<file path="config.mk">
export PLATFORM = sky130hd
export DESIGN_NAME = i2c_master_status_sequencer
export DESIGN_NICKNAME = d
export VERILOG_FILES = /design/src/design/i2cms_pkg.sv /design/src/design/i2cms_tx_ram.sv /design/src/design/i2cms_ctrl.sv /design/src/design/i2c_master_status_sequencer.sv
export VERILOG_INCLUDE_DIRS = /design/src /design/src/design
export SDC_FILE = /design/constraint.sdc
export NUM_CORES = 1
export LEC_CHECK = 0
export BUFFER_PORTS_ARGS = -buffer_cell sky130_fd_sc_hd__buf_2
export CAP_MARGIN = 20
export CORE_MARGIN = 2
export CORE_UTILIZATION = 60
export CTS_CLUSTER_SIZE = 40
export DETAILED_ROUTE_END_ITERATION = 16
export HOLD_SLACK_MARGIN = 0.02
export PLACE_DENSITY = 0.79
export SLEW_MARGIN = 15
export SYNTH_ARGS = -nofsm -noshare
export SYNTH_HDL_FRONTEND = slang
export SYNTH_SLANG_ARGS = --single-unit
</file>
<file path="constraint.sdc">
create_clock -name clk -period 4.3 [get_ports clk]
set_input_delay 0.43 -clock clk [delete_from_list [all_inputs] [get_ports clk]]
set_output_delay 0.43 -clock clk [all_outputs]
set_load 0.05 [all_outputs]
</file>
<file path="src/design/i2c_master_status_sequencer_macros.svh">
// assertion macros for the sequencer top level
`ifndef I2C_MASTER_STATUS_SEQUENCER_MACROS_SVH
`define I2C_MASTER_STATUS_SEQUENCER_MACROS_SVH

// same-cycle implication, checked outside reset
`define I2CMS_ASSERT_NOW(label, ante, cons, msg) \
    label: assert property (@(posedge clk) disable iff (!rst_n) (ante) |-> (cons)) \
        else $error(msg);

// next-cycle implication, checked outside reset
`define I2CMS_ASSERT_NEXT(label, ante, cons, msg) \
    label: assert property (@(posedge clk) disable iff (!rst_n) (ante) |=> (cons)) \
        else $error(msg);

`endif

</file>
<file path="src/design/i2cms_pkg.sv">
// ----------------------------------------------------------------------------
// i2cms_pkg
// Types, sizes and codes shared by the I2C master status sequencer.
// ----------------------------------------------------------------------------
package i2cms_pkg;

    localparam int TX_DEPTH  = 32;
    localparam int TX_ADDR_W = (TX_DEPTH > 1) ? $clog2(TX_DEPTH) : 1;
    localparam int TX_CNT_W  = $clog2(TX_DEPTH + 1);
    localparam int LEN_W     = 6;
    localparam int CMP_W     = (TX_CNT_W > LEN_W) ? TX_CNT_W : LEN_W;

    localparam int S_TDATA_W = 48;
    localparam int M_TDATA_W = 40;
    localparam int ITEM_W    = 47;
    localparam int RESULT_W  = 33;

    // item kinds carried on s_tuser
    localparam logic [1:0] MODE_START  = 2'd0;
    localparam logic [1:0] MODE_LOAD   = 2'd1;
    localparam logic [1:0] MODE_STATUS = 2'd2;

    // controller status codes
    localparam logic [7:0] ST_BUS_ERROR    = 8'h00;
    localparam logic [7:0] ST_START        = 8'h08;
    localparam logic [7:0] ST_RESTART      = 8'h10;
    localparam logic [7:0] ST_SLAW_ACK     = 8'h18;
    localparam logic [7:0] ST_SLAW_NACK    = 8'h20;
    localparam logic [7:0] ST_TXDATA_ACK   = 8'h28;
    localparam logic [7:0] ST_TXDATA_NACK  = 8'h30;
    localparam logic [7:0] ST_ARB_LOST     = 8'h38;
    localparam logic [7:0] ST_SLAR_ACK     = 8'h40;
    localparam logic [7:0] ST_SLAR_NACK    = 8'h48;
    localparam logic [7:0] ST_RXDATA_ACK   = 8'h50;
    localparam logic [7:0] ST_RXDATA_NACK  = 8'h58;

    // bit positions of the result word used by checks
    localparam int RES_CMD_LSB  = 0;
    localparam int RES_CMD_MSB  = 30;
    localparam int RES_BUSY_BIT = 31;
    localparam int RES_CODE_BIT = 32;
    localparam int RES_START_BIT = 0;

    // packed with the first field in the highest bits
    typedef struct packed {
        logic [7:0]       rx_data;
        logic [7:0]       status_code;
        logic [7:0]       tx_byte;
        logic [7:0]       rx_length;
        logic [LEN_W-1:0] tx_length;
        logic             write_then_read;
        logic             read_not_write;
        logic [6:0]       slave_address;
    } item_t;

    typedef struct packed {
        logic       result_code;
        logic       busy_res;
        logic [7:0] rx_index;
        logic [7:0] rx_byte;
        logic       rx_valid;
        logic [7:0] data_write_byte;
        logic       data_write_valid;
        logic       clear_interrupt;
        logic       clear_ack;
        logic       set_ack;
        logic       set_stop;
        logic       set_start;
    } result_t;

    typedef struct packed {
        logic                 we;
        logic [TX_ADDR_W-1:0] waddr;
        logic [7:0]           wdata;
        logic [TX_ADDR_W-1:0] raddr;
    } ram_req_t;

endpackage

</file>
<file path="src/design/i2cms_tx_ram.sv">
// ----------------------------------------------------------------------------
// i2cms_tx_ram
// Transmit byte store: one write port, one read port with registered data.
// ----------------------------------------------------------------------------
module i2cms_tx_ram (
    input  logic                clk,
    input  i2cms_pkg::ram_req_t req,
    output logic [7:0]          rdata
);
    import i2cms_pkg::*;

    logic [7:0] store_reg [TX_DEPTH];
    logic [7:0] rdata_reg;

    always_ff @(posedge clk)
    begin
        if (req.we)
        begin
            store_reg[req.waddr] <= req.wdata;
        end
    end

    // write-through so a byte loaded into the entry being read shows at once
    always_ff @(posedge clk)
    begin
        if (req.we && (req.waddr == req.raddr))
        begin
            rdata_reg <= req.wdata;
        end
        else
        begin
            rdata_reg <= store_reg[req.raddr];
        end
    end

    assign rdata = rdata_reg;

endmodule

</file>
<file path="src/design/i2cms_ctrl.sv">
// ----------------------------------------------------------------------------
// i2cms_ctrl
// Transfer state and per-word decision: start requests, buffer loads and
// controller status events, with the store read kept one entry ahead.
// ----------------------------------------------------------------------------
module i2cms_ctrl (
    input  logic                clk,
    input  logic                rst_n,
    input  logic                accept,
    input  logic [1:0]          mode,
    input  i2cms_pkg::item_t    item,
    input  logic [7:0]          rdata,
    output i2cms_pkg::ram_req_t ram_req,
    output i2cms_pkg::result_t  result
);
    import i2cms_pkg::*;

    logic [TX_CNT_W-1:0] tx_fill_reg, tx_fill_next;
    logic [TX_CNT_W-1:0] tx_position_reg, tx_position_next;
    logic [TX_CNT_W-1:0] tx_total_reg, tx_total_next;
    logic [7:0]          rx_count_reg, rx_count_next;
    logic [7:0]          rx_total_reg, rx_total_next;
    logic [6:0]          target_address_reg, target_address_next;
    logic                reading_reg, reading_next;
    logic                hold_bus_reg, hold_bus_next;
    logic                busy_flag_reg, busy_flag_next;
    logic                outcome_reg, outcome_next;

    logic [CMP_W-1:0]    len_ext;
    logic [CMP_W-1:0]    total_clip;
    logic [8:0]          rx_after_inc;
    logic                load_ok;
    result_t             res;

    assign len_ext    = CMP_W'(item.tx_length);
    assign total_clip = (len_ext > CMP_W'(TX_DEPTH)) ? CMP_W'(TX_DEPTH) : len_ext;
    assign load_ok    = (tx_fill_reg < TX_CNT_W'(TX_DEPTH));

    always_comb
    begin
        tx_fill_next        = tx_fill_reg;
        tx_position_next    = tx_position_reg;
        tx_total_next       = tx_total_reg;
        rx_count_next       = rx_count_reg;
        rx_total_next       = rx_total_reg;
        target_address_next = target_address_reg;
        reading_next        = reading_reg;
        hold_bus_next       = hold_bus_reg;
        busy_flag_next      = busy_flag_reg;
        outcome_next        = outcome_reg;
        rx_after_inc        = 9'd0;
        res                 = '0;

        case (mode)
            MODE_START:
            begin
                target_address_next = item.slave_address;
                hold_bus_next       = item.write_then_read;
                reading_next        = item.write_then_read ? 1'b0 : item.read_not_write;
                tx_total_next       = total_clip[TX_CNT_W-1:0];
                rx_total_next       = item.rx_length;
                outcome_next        = 1'b0;
                busy_flag_next      = 1'b0;
                tx_fill_next        = '0;
                res.set_start       = 1'b1;
            end
            MODE_LOAD:
            begin
                if (load_ok)
                begin
                    tx_fill_next = tx_fill_reg + 1'b1;
                end
            end
            MODE_STATUS:
            begin
                // phase-ending codes share the end-of-phase commands below
                case (item.status_code)
                    ST_BUS_ERROR:
                    begin
                        res.set_stop        = 1'b1;
                        res.set_ack         = 1'b1;
                        res.clear_interrupt = 1'b1;
                    end
                    ST_START, ST_RESTART:
                    begin
                        if (item.status_code == ST_START)
                        begin
                            busy_flag_next = 1'b1;
                        end
                        res.data_write_valid = 1'b1;
                        res.data_write_byte  = {target_address_reg, reading_reg};
                        res.set_ack          = 1'b1;
                        res.clear_interrupt  = 1'b1;
                        tx_position_next     = '0;
                        rx_count_next        = 8'd0;
                    end
                    ST_SLAW_ACK, ST_TXDATA_ACK:
                    begin
                        res.set_ack         = 1'b1;
                        res.clear_interrupt = 1'b1;
                        if ((tx_position_reg >= tx_total_reg) ||
                            (tx_position_reg >= TX_CNT_W'(TX_DEPTH)))
                        begin
                            if (!hold_bus_reg)
                            begin
                                res.set_stop   = 1'b1;
                                busy_flag_next = 1'b0;
                            end
                            else
                            begin
                                res.set_start = 1'b1;
                                reading_next  = 1'b1;
                                hold_bus_next = 1'b0;
                            end
                        end
                        else
                        begin
                            res.data_write_valid = 1'b1;
                            res.data_write_byte  = rdata;
                            tx_position_next     = tx_position_reg + 1'b1;
                        end
                    end
                    ST_SLAW_NACK, ST_TXDATA_NACK, ST_SLAR_NACK:
                    begin
                        outcome_next        = 1'b1;
                        res.set_ack         = 1'b1;
                        res.clear_interrupt = 1'b1;
                        if (!hold_bus_reg)
                        begin
                            res.set_stop   = 1'b1;
                            busy_flag_next = 1'b0;
                        end
                        else
                        begin
                            res.set_start = 1'b1;
                            reading_next  = 1'b1;
                            hold_bus_next = 1'b0;
                        end
                    end
                    ST_ARB_LOST:
                    begin
                        res.set_start       = 1'b1;
                        res.set_ack         = 1'b1;
                        res.clear_interrupt = 1'b1;
                        outcome_next        = 1'b1;
                    end
                    ST_SLAR_ACK:
                    begin
                        if (rx_total_reg <= 8'd1)
                        begin
                            res.clear_ack = 1'b1;
                        end
                        else
                        begin
                            res.set_ack = 1'b1;
                        end
                        res.clear_interrupt = 1'b1;
                    end
                    ST_RXDATA_ACK, ST_RXDATA_NACK:
                    begin
                        if (rx_count_reg < rx_total_reg)
                        begin
                            res.rx_valid = 1'b1;
                            res.rx_byte  = item.rx_data;
                            res.rx_index = rx_count_reg;
                        end
                        if (rx_count_reg != 8'd255)
                        begin
                            rx_count_next = rx_count_reg + 8'd1;
                        end
                        res.clear_interrupt = 1'b1;
                        if (item.status_code == ST_RXDATA_ACK)
                        begin
                            // nack the byte that will be the last one wanted
                            rx_after_inc = {1'b0, rx_count_next} + 9'd1;
                            if (rx_after_inc >= {1'b0, rx_total_reg})
                            begin
                                res.clear_ack = 1'b1;
                            end
                            else
                            begin
                                res.set_ack = 1'b1;
                            end
                        end
                        else
                        begin
                            res.set_ack = 1'b1;
                            if (!hold_bus_reg)
                            begin
                                res.set_stop   = 1'b1;
                                busy_flag_next = 1'b0;
                            end
                            else
                            begin
                                res.set_start = 1'b1;
                                reading_next  = 1'b1;
                                hold_bus_next = 1'b0;
                            end
                        end
                    end
                    default:
                    begin
                    end
                endcase
            end
            default:
            begin
            end
        endcase

        res.busy_res    = busy_flag_next;
        res.result_code = outcome_next;
    end

    always_ff @(posedge clk or negedge rst_n)
    begin
        if (!rst_n)
        begin
            tx_fill_reg        <= '0;
            tx_position_reg    <= '0;
            tx_total_reg       <= '0;
            rx_count_reg       <= 8'd0;
            rx_total_reg       <= 8'd0;
            target_address_reg <= 7'd0;
            reading_reg        <= 1'b0;
            hold_bus_reg       <= 1'b0;
            busy_flag_reg      <= 1'b0;
            outcome_reg        <= 1'b0;
        end
        else if (accept)
        begin
            tx_fill_reg        <= tx_fill_next;
            tx_position_reg    <= tx_position_next;
            tx_total_reg       <= tx_total_next;
            rx_count_reg       <= rx_count_next;
            rx_total_reg       <= rx_total_next;
            target_address_reg <= target_address_next;
            reading_reg        <= reading_next;
            hold_bus_reg       <= hold_bus_next;
            busy_flag_reg      <= busy_flag_next;
            outcome_reg        <= outcome_next;
        end
    end

    // the store is read every cycle at the position the next word will use
    always_comb
    begin
        ram_req.we    = accept && (mode == MODE_LOAD) && load_ok;
        ram_req.waddr = tx_fill_reg[TX_ADDR_W-1:0];
        ram_req.wdata = item.tx_byte;
        ram_req.raddr = accept ? tx_position_next[TX_ADDR_W-1:0]
                               : tx_position_reg[TX_ADDR_W-1:0];
    end

    assign result = res;

endmodule

</file>
<file path="src/design/i2c_master_status_sequencer.sv">
// ----------------------------------------------------------------------------
// i2c_master_status_sequencer
// I2C master transfer sequencer: turns start requests, transmit byte loads
// and controller status events into controller commands and received bytes.
//
//   channel  dir  words                              handshake
//   s_*      in   start / load / status (tuser=mode) s_tvalid & s_tready
//   m_*      out  one command/result word per input  m_tvalid & m_tready
//
// One input word is taken per cycle unless the output stalls; its result is
// registered and shows the cycle after acceptance. The transmit store is read
// ahead at the current send position, so a byte is ready when the ack status comes.
// Reset clears all control state; the store itself is not cleared.
// While a result waits unaccepted, s_tready follows m_tready.
// ----------------------------------------------------------------------------
module i2c_master_status_sequencer (
    input  logic                             clk,
    input  logic                             rst_n,
    input  logic                             s_tvalid,
    output logic                             s_tready,
    // slave_address, read_not_write, write_then_read, tx_length, rx_length,
    // tx_byte, status_code, rx_data, zero pad
    input  logic [i2cms_pkg::S_TDATA_W-1:0] s_tdata,
    // mode
    input  logic [1:0]                       s_tuser,
    output logic                             m_tvalid,
    input  logic                             m_tready,
    // set_start, set_stop, set_ack, clear_ack, clear_interrupt,
    // data_write_valid, data_write_byte, rx_valid, rx_byte, rx_index,
    // busy_res, result_code, zero pad
    output logic [i2cms_pkg::M_TDATA_W-1:0] m_tdata
);
    import i2cms_pkg::*;

    `include "i2c_master_status_sequencer_macros.svh"

    logic                 accept;
    item_t                item;
    ram_req_t             ram_req;
    logic [7:0]           rdata;
    result_t              result;
    logic                 m_tvalid_reg;
    logic [M_TDATA_W-1:0] m_tdata_reg;

    assign s_tready = !m_tvalid_reg || m_tready;
    assign accept   = s_tvalid && s_tready;
    assign item     = s_tdata[ITEM_W-1:0];

    i2cms_tx_ram u_tx_ram (
        .clk   (clk),
        .req   (ram_req),
        .rdata (rdata)
    );

    i2cms_ctrl u_ctrl (
        .clk     (clk),
        .rst_n   (rst_n),
        .accept  (accept),
        .mode    (s_tuser),
        .item    (item),
        .rdata   (rdata),
        .ram_req (ram_req),
        .result  (result)
    );

    always_ff @(posedge clk or negedge rst_n)
    begin
        if (!rst_n)
        begin
            m_tvalid_reg <= 1'b0;
        end
        else if (accept)
        begin
            m_tvalid_reg <= 1'b1;
        end
        else if (m_tready)
        begin
            m_tvalid_reg <= 1'b0;
        end
    end

    always_ff @(posedge clk)
    begin
        if (accept)
        begin
            m_tdata_reg <= {{(M_TDATA_W - RESULT_W){1'b0}}, result};
        end
    end

    assign m_tvalid = m_tvalid_reg;
    assign m_tdata  = m_tdata_reg;

    // a stalled input means a result is still waiting downstream
    `I2CMS_ASSERT_NOW(a_stall_has_cause, !s_tready, m_tvalid && !m_tready,
        "input stalled with no pending result")

    // a start request answers with a start command, idle and clear outcome
    `I2CMS_ASSERT_NEXT(a_start_word, accept && (s_tuser == MODE_START),
        m_tvalid && m_tdata[RES_START_BIT] && !m_tdata[RES_BUSY_BIT] &&
        !m_tdata[RES_CODE_BIT], "start request result wrong")

    // a buffer load issues no controller command
    `I2CMS_ASSERT_NEXT(a_load_silent, accept && (s_tuser == MODE_LOAD),
        m_tvalid && (m_tdata[RES_CMD_MSB:RES_CMD_LSB] == '0),
        "buffer load produced a command")

    // a data register write and a received byte never share a word
    `I2CMS_ASSERT_NOW(a_tx_rx_exclusive, m_tvalid,
        !(m_tdata[5] && m_tdata[14]), "data write and rx byte in one word")

endmodule

</file>
# [After elaboration in Yosys (flattened, before gate mapping)]
# Memory sizes are Yosys's and may differ from the RTL's. A register that Yosys moved wholly into a read port is not among the register bits.
# Index checks and enable logic that the tools add are counted.
[totals] n_memories=1 wordCells=126 mem_bits_rw=256 register_bits=79 output_inout_bits=42
[mem_list] memory="u_tx_ram.store_reg" depth=32 word_bits=8 read_ports=1 rd_ports_with_merged_regs=1 wr=1 line="i2cms_tx_ram.sv:12" rtl="logic [7:0] store_reg [TX_DEPTH];"
[op_classes] add_sub_neg=4 n_lt_le_gt_ge=7 eq_ne=19 n_mux=52 reduce_logical=27
[ops] cell="$eq A8 B6 Y1 const B" n=4
[ops] cell="$eq A8 B7 Y1 const B" n=4
[ops] cell="$mux W1" n=25
[ops] cell="$mux W8" n=3
[ops] cell="$pmux W6 S2" n=2
[ops] cell="$mux W6" n=3
[ops] cell="$pmux W9 S2" n=1
[ops] cell="$eq A8 B5 Y1 const B" n=2
[ops] cell="$pmux W8 S2" n=1
[ops] cell="$add A6 B1 Y6 const B" n=2
[ops] cell="$pmux W1 S2" n=6
[ops] cell="$pmux W1 S4" n=3
[ops] cell="$reduce_or A12 Y1" n=1
[ops] cell="$mux W5" n=2
[ops] cell="$reduce_bool A2 Y1" n=5
[ops] cell="$add A8 B1 Y9 const B" n=1
[ops] cell="$ge A9 B8 Y1" n=1
[ops] cell="$mux W9" n=1
[ops] cell="$pmux W1 S3" n=3
[ops] cell="$reduce_and A3 Y1" n=3
[ops] cell="$reduce_or A9 Y1" n=1
[ops] cell="$add A8 B1 Y8 const B" n=1
[ops] cell="$eq A8 B4 Y1 const B" n=1
[ops] cell="$le A8 B1 Y1 const B" n=1
[ops] cell="other kinds (25)" n=32

# [Depth between registers and ports, before layout]
[logic_depth] word_depth=9 ltp_mapped=16 ltp_nobuf=15

# [Hierarchy]
# From an unflattened synthesis, not the netlist that was laid out.
[hier_totals] cells_unflattened=903 area_unflattened_um2=14752.9
[modules_own_cells] mod="i2cms_tx_ram" n_inst=1 area_per_inst_um2=9993.3 cells_each=414
[modules_own_cells] mod="i2cms_ctrl" n_inst=1 area_per_inst_um2=3658.5 cells_each=444
[modules_own_cells] mod="i2c_master_status_sequencer" n_inst=1 area_per_inst_um2=1101.1 cells_each=45

# [Worst setup path before layout]
# Ideal clock, no wire load.
[synth_path] kind="flip-flop to flip-flop" from="register m_tvalid_reg (netlist: m_tvalid)" to="memory u_tx_ram.store_reg[11][0], enable pin" path_slack_ps=763 path_buffers=1 path_stages_with_launch=8 arrival_time_ps=3167 setup_time_ps=370 synth_period_minus_slack_ps=3537 required_time_ps=3930 path_cell_list="dfrtp_1 > nand2b_1 > nand2_1 > inv_1 > and3_1 > clkbuf_1 > nand2_1 > nor2_1"
[synth_between] elab_chain_cells=7
[synth_rtl] item="start: declaration" line="i2c_master_status_sequencer.sv:42" rtl="logic m_tvalid_reg;"
[synth_rtl] item="start signal: assignment" line="i2c_master_status_sequencer.sv:70" rtl="m_tvalid_reg <= 1'b0;"
[synth_rtl] item="start signal: assignment" line="i2c_master_status_sequencer.sv:74" rtl="m_tvalid_reg <= 1'b1;"
[synth_rtl] item="start signal: assignment" line="i2c_master_status_sequencer.sv:78" rtl="m_tvalid_reg <= 1'b0;"
[synth_rtl] item="$logic_not A1 Y1" line="i2c_master_status_sequencer.sv:45" rtl="assign s_tready = !m_tvalid_reg || m_tready;"
[synth_rtl] item="$logic_or A1 B1 Y1" line="i2c_master_status_sequencer.sv:45"
[synth_rtl] item="named net s_tready" line="i2c_master_status_sequencer.sv:20" rtl="output logic s_tready,"
[synth_rtl] item="$logic_and A1 B1 Y1" line="i2c_master_status_sequencer.sv:46" rtl="assign accept = s_tvalid && s_tready;"
[synth_rtl] item="named net accept" line="i2c_master_status_sequencer.sv:37" rtl="logic accept;"
[synth_rtl] item="$logic_and A1 B1 Y1 (2 in a row)" line="i2cms_ctrl.sv:248" rtl="ram_req.we = accept && (mode == MODE_LOAD) && load_ok;"
[synth_rtl] item="$mux W1" line="i2cms_tx_ram.sv:17" rtl="if (req.we)"
[synth_rtl] item="$mux W1 (implied by the code)" line="i2cms_tx_ram.sv:19" rtl="store_reg[req.waddr] <= req.wdata;"
[synth_rtl] item="end: declaration" line="i2cms_tx_ram.sv:12"
# The timed path passes the listed nets, and every way through them passes these cells.

# [Worst setup path in the final report]
[layout_path] from="register u_ctrl.rx_count_reg[0]" to="register m_tdata_reg[3] (netlist: m_tdata[3]) (data pin)"
[layout_between] elab_chain_cells=9 word_cells_on_any_way=10 cone_classes="add/sub: 2; order compare: 1; eq/ne: 1; mux: 6"
[layout_rtl] item="start: declaration" line="i2cms_ctrl.sv:21" rtl="logic [7:0] rx_count_reg, rx_count_next;"
[layout_rtl] item="start signal: assignment" line="i2cms_ctrl.sv:235" rtl="rx_count_reg <= rx_count_next;"
[layout_rtl] item="$add A8 B1 Y8 or $ne A8 B8 Y1 (tied branches)" line="i2cms_ctrl.sv:169, i2cms_ctrl.sv:167"
[layout_rtl] item="$mux W8 (*)" line="i2cms_ctrl.sv:167" rtl="if (rx_count_reg != 8'd255)"
[layout_rtl] item="$mux W8 (*)" line="i2cms_ctrl.sv:77" rtl="case (item.status_code)"
[layout_rtl] item="$mux W8 (*)" line="i2cms_ctrl.sv:54" rtl="case (mode)"
[layout_rtl] item="$add A8 B1 Y9 (*)" line="i2cms_ctrl.sv:175" rtl="rx_after_inc = {1'b0, rx_count_next} + 9'd1;"
[layout_rtl] item="$ge A9 B8 Y1 (*)" line="i2cms_ctrl.sv:176" rtl="if (rx_after_inc >= {1'b0, rx_total_reg})"
[layout_rtl] item="$mux W1 (*)" line="i2cms_ctrl.sv:176"
[layout_rtl] item="$mux W1 (*)" line="i2cms_ctrl.sv:172" rtl="if (item.status_code == ST_RXDATA_ACK)"
[layout_rtl] item="$pmux W1 S2 (*)" line="i2cms_ctrl.sv:77"
[layout_rtl] item="end signal: assignment" line="i2c_master_status_sequencer.sv:86" rtl="m_tdata_reg <= {{(M_TDATA_W - RESULT_W){1'b0}}, result};"
[layout_rtl] item="end: declaration" line="i2c_master_status_sequencer.sv:43" rtl="logic [M_TDATA_W-1:0] m_tdata_reg;"
# Mark *: on every way between the ends. The rest lies on a longest branch, timed or not. The select of a mux whose other input is x is not followed.
# A chain may end at the register's enable or synchronous reset.

==> results.json <==
{
  "rsz0062_at_grt": "false",
  "instances_no_fill": 1392,
  "grt_pass1_wl_um": 47800,
  "ios": 96,
  "clk_latency_ns": 0.53,
  "powerDensity_nw_per_um2": 426,
  "fp.dieH_um": 160,
  "max-cap-violations": 0,
  "ir_drop_mv": 0.409,
  "synth_ff_type": "edfxtp_1",
  "path_max_fanout": 12,
  "leakagePower_nw": 5.72,
  "synth_top_area_share": 0.591,
  "hold_viol_final": 0,
  "root_buffer": "clkbuf_16",
  "viasPerCell": 6.12,
  "p_sw_w": 0.00155,
  "finalWorstSetupSlack_ns": 0.298,
  "tns_ns": 0,
  "fmax_ghz": 0.250,
  "nets": 1125,
  "cts_tree": "built",
  "ys_async_sr_fraction": 0.135,
  "coreArea_um2": 24200,
  "clkTransAtPathRegs_ns": 0.06,
  "critPathKind": "reg -> reg",
  "synthTopCellsByArea": "edfxtp_1, dfrtp_1, mux4_2",
  "ctsLongestPathBuffers": 3,
  "critical_path.startpoint_type": "register",
  "grt-ovfl-total": 0,
  "fill_cells": 1613,
  "floorplan.initialDensity": 0.607,
  "grt_usage": 0.245,
  "drt-total-wl_um": 30600,
  "ys_ff_latch": 340,
  "layout_commonest_cell": "edfxtp_1",
  "synth.avg_cell_area_um2": 15.3,
  "total_power_w": 0.00700,
  "fin_crit_sh": 0.931,
  "post-cts-setup-buffers": 0,
  "wire_per_inst_um": 22.0,
  "dp_slack_ns": 0.341,
  "crit_path_end_kind": "register",
  "power_frac_clock": 0.411,
  "worstPathArrival_ns": 4.25,
  "internal_power_w": 0.00545,
  "hpwl_um": 19400,
  "drt_iter0_markers": 813,
  "run_status": "complete, no violations",
  "die_x_um": 160,
  "drive_above_1_share": 0.213,
  "port_buffers": 87,
  "synthesis.area_um2": 14700,
  "pwr-share-comb": 0.060,
  "setup_viol": 0,
  "antenna_found_initial": 0,
  "slew_violations": 0,
  "tightest_slew_ns": 0.949,
  "synthCells": 959,
  "place.gp.congestion": 0.867,
  "cts.htree.levels": 2,
  "grt_max_degree": 47,
  "relSlewSlack": 0.367,
  "seqPwrFrac": 0.529,
  "numCtsBuffers": 35,
  "grt_pass1_vias": 8426,
  "ys_seq_area_frac": 0.677,
  "hold_class": "in -> reg",
  "swShare": 0.222,
  "cp.required_ns": 4.55,
  "synth_edf_count": 289,
  "holdWs_ns": 0.104,
  "drtAntennaViolNets": 0,
  "vias": 8517,
  "rows": 57,
  "dp_cells": 1328,
  "area_growth_syn_to_layout_pct": 12.0,
  "dieArea_um2": 25700,
  "synth_cell_types": 71,
  "fin_crit_ns": 4.00,
  "num_antenna_cells": 0,
  "drcViolationCount": 0,
  "largest_reg_flops": 256,
  "synth.largest_area_cell": "edfxtp_1",
  "cts_sinks": 340,
  "skew_ns": 0.0219,
  "firstDrtPassIters": 5,
  "mostFrequentLayoutCells": "edfxtp_1, buf_2, nand2_1",
  "yosys_warnings": 0
}
## power by group through the flow
stage / clock network, W / registers (W) / logic (W)
after CTS: 0.00292 / 0.00370 / 0.000421
after floorplan: 0 / 0.00379 / 0.000241
final: 0.00288 / 0.00371 / 0.000420
after global routing: 0.00307 / 0.00371 / 0.000466
after global placement: 0 / 0.00377 / 0.000408
after detailed placement: 0 / 0.00377 / 0.000418
## cells by family after synthesis
group                    Yosys count  share of synthesized area
flip-flops                       340                      0.677
AND/OR/NAND/NOR                  242                     0.0831
AO/OA/AOI/OAI                    162                     0.0771
multiplexers                      89                      0.103
buffers and inverters             83                     0.0279
adder cells (fa/ha/maj)           29                     0.0247
XOR/XNOR                          13                    0.00776
other                              1                   0.000256
## area by class of cell
type,instances,area [um^2],share of cell area
Clock buffer,44,920,0.0559
Clock inverter,19,189,0.0115
Inverter,24,90.1,0.00548
Multi-Input combinational cell,542,4360,0.265
Sequential cell,340,9930,0.604
Tap cell,324,405,0.0247
Timing Repair Buffer,99,543,0.0330
## metrics by stage
| stage | utilization | area (um^2) |
|---|---|---|
| after floorplan | - | 14700 |
| after global placement | 0.634 | 15300 |
| after global routing | 0.680 | 16400 |
| final | 0.680 | 16400 |
| after CTS | 0.680 | 16400 |
| after detailed placement | 0.634 | 15300 |
## cell usage after synthesis (14+ instances only)
library cell	n
edfxtp_1	289
nand2_1	75
nor2_1	61
mux4_2	48
dfrtp_1	46
o21ai_0	33
a21oi_1	32
ha_1	29
mux2i_1	29
clkbuf_1	24
inv_1	24
and2_1	19
nand3_1	19
a211oi_1	14
buf_4	14
## metal layers
metal  vias to the layer above  GRT usage  wire length (um)  part of all wire
met5                         -          0                 0                 0
met4                         0     0.0872               958             0.031
met3                        67     0.0421              2160             0.071
met2                       377      0.406             15000              0.49
met1                      4190      0.332             12500              0.41
li1                       3883          -                 -                 -
## critical path, cell delays in order (launching register included)
cell      delay (ns)
dfrtp_1         0.54
ha_1            0.37
nand3_1         0.19
nor3_1          0.53
xnor2_1         0.22
ha_1            0.21
o21ai_0         0.15
xor2_1          0.20
ha_1            0.33
a21o_1          0.18
a211o_1         0.28
o221a_2         0.23
a211oi_1        0.20
nor4_1          0.10
## worst paths after layout
check	from	end	slack, ns	depth (start not counted)
max	u_ctrl.rx_count_reg[0]	m_tdata[3]	0.30	13
min reg2reg	u_ctrl.tx_total_reg[0]	u_ctrl.tx_total_reg[0]	0.49	2
max in group asynchronous	rst_n	u_ctrl.outcome_reg	3.41	2
min	s_tdata[15]	u_ctrl.rx_total_reg[0]	0.10	3
min in group asynchronous	rst_n	u_ctrl.tx_total_reg[3]	0.48	2
max reg2reg	u_ctrl.rx_count_reg[0]	m_tdata[3]	0.30	13
## what timing repair did
item                                   in CTS  in global routing
gates resized for setup                     0                  0
setup endpoints to repair                   0                  0
hold buffers                                0                  1
endpoints found under the hold margin       0                 46
Power figures use the tool's default switching activity.
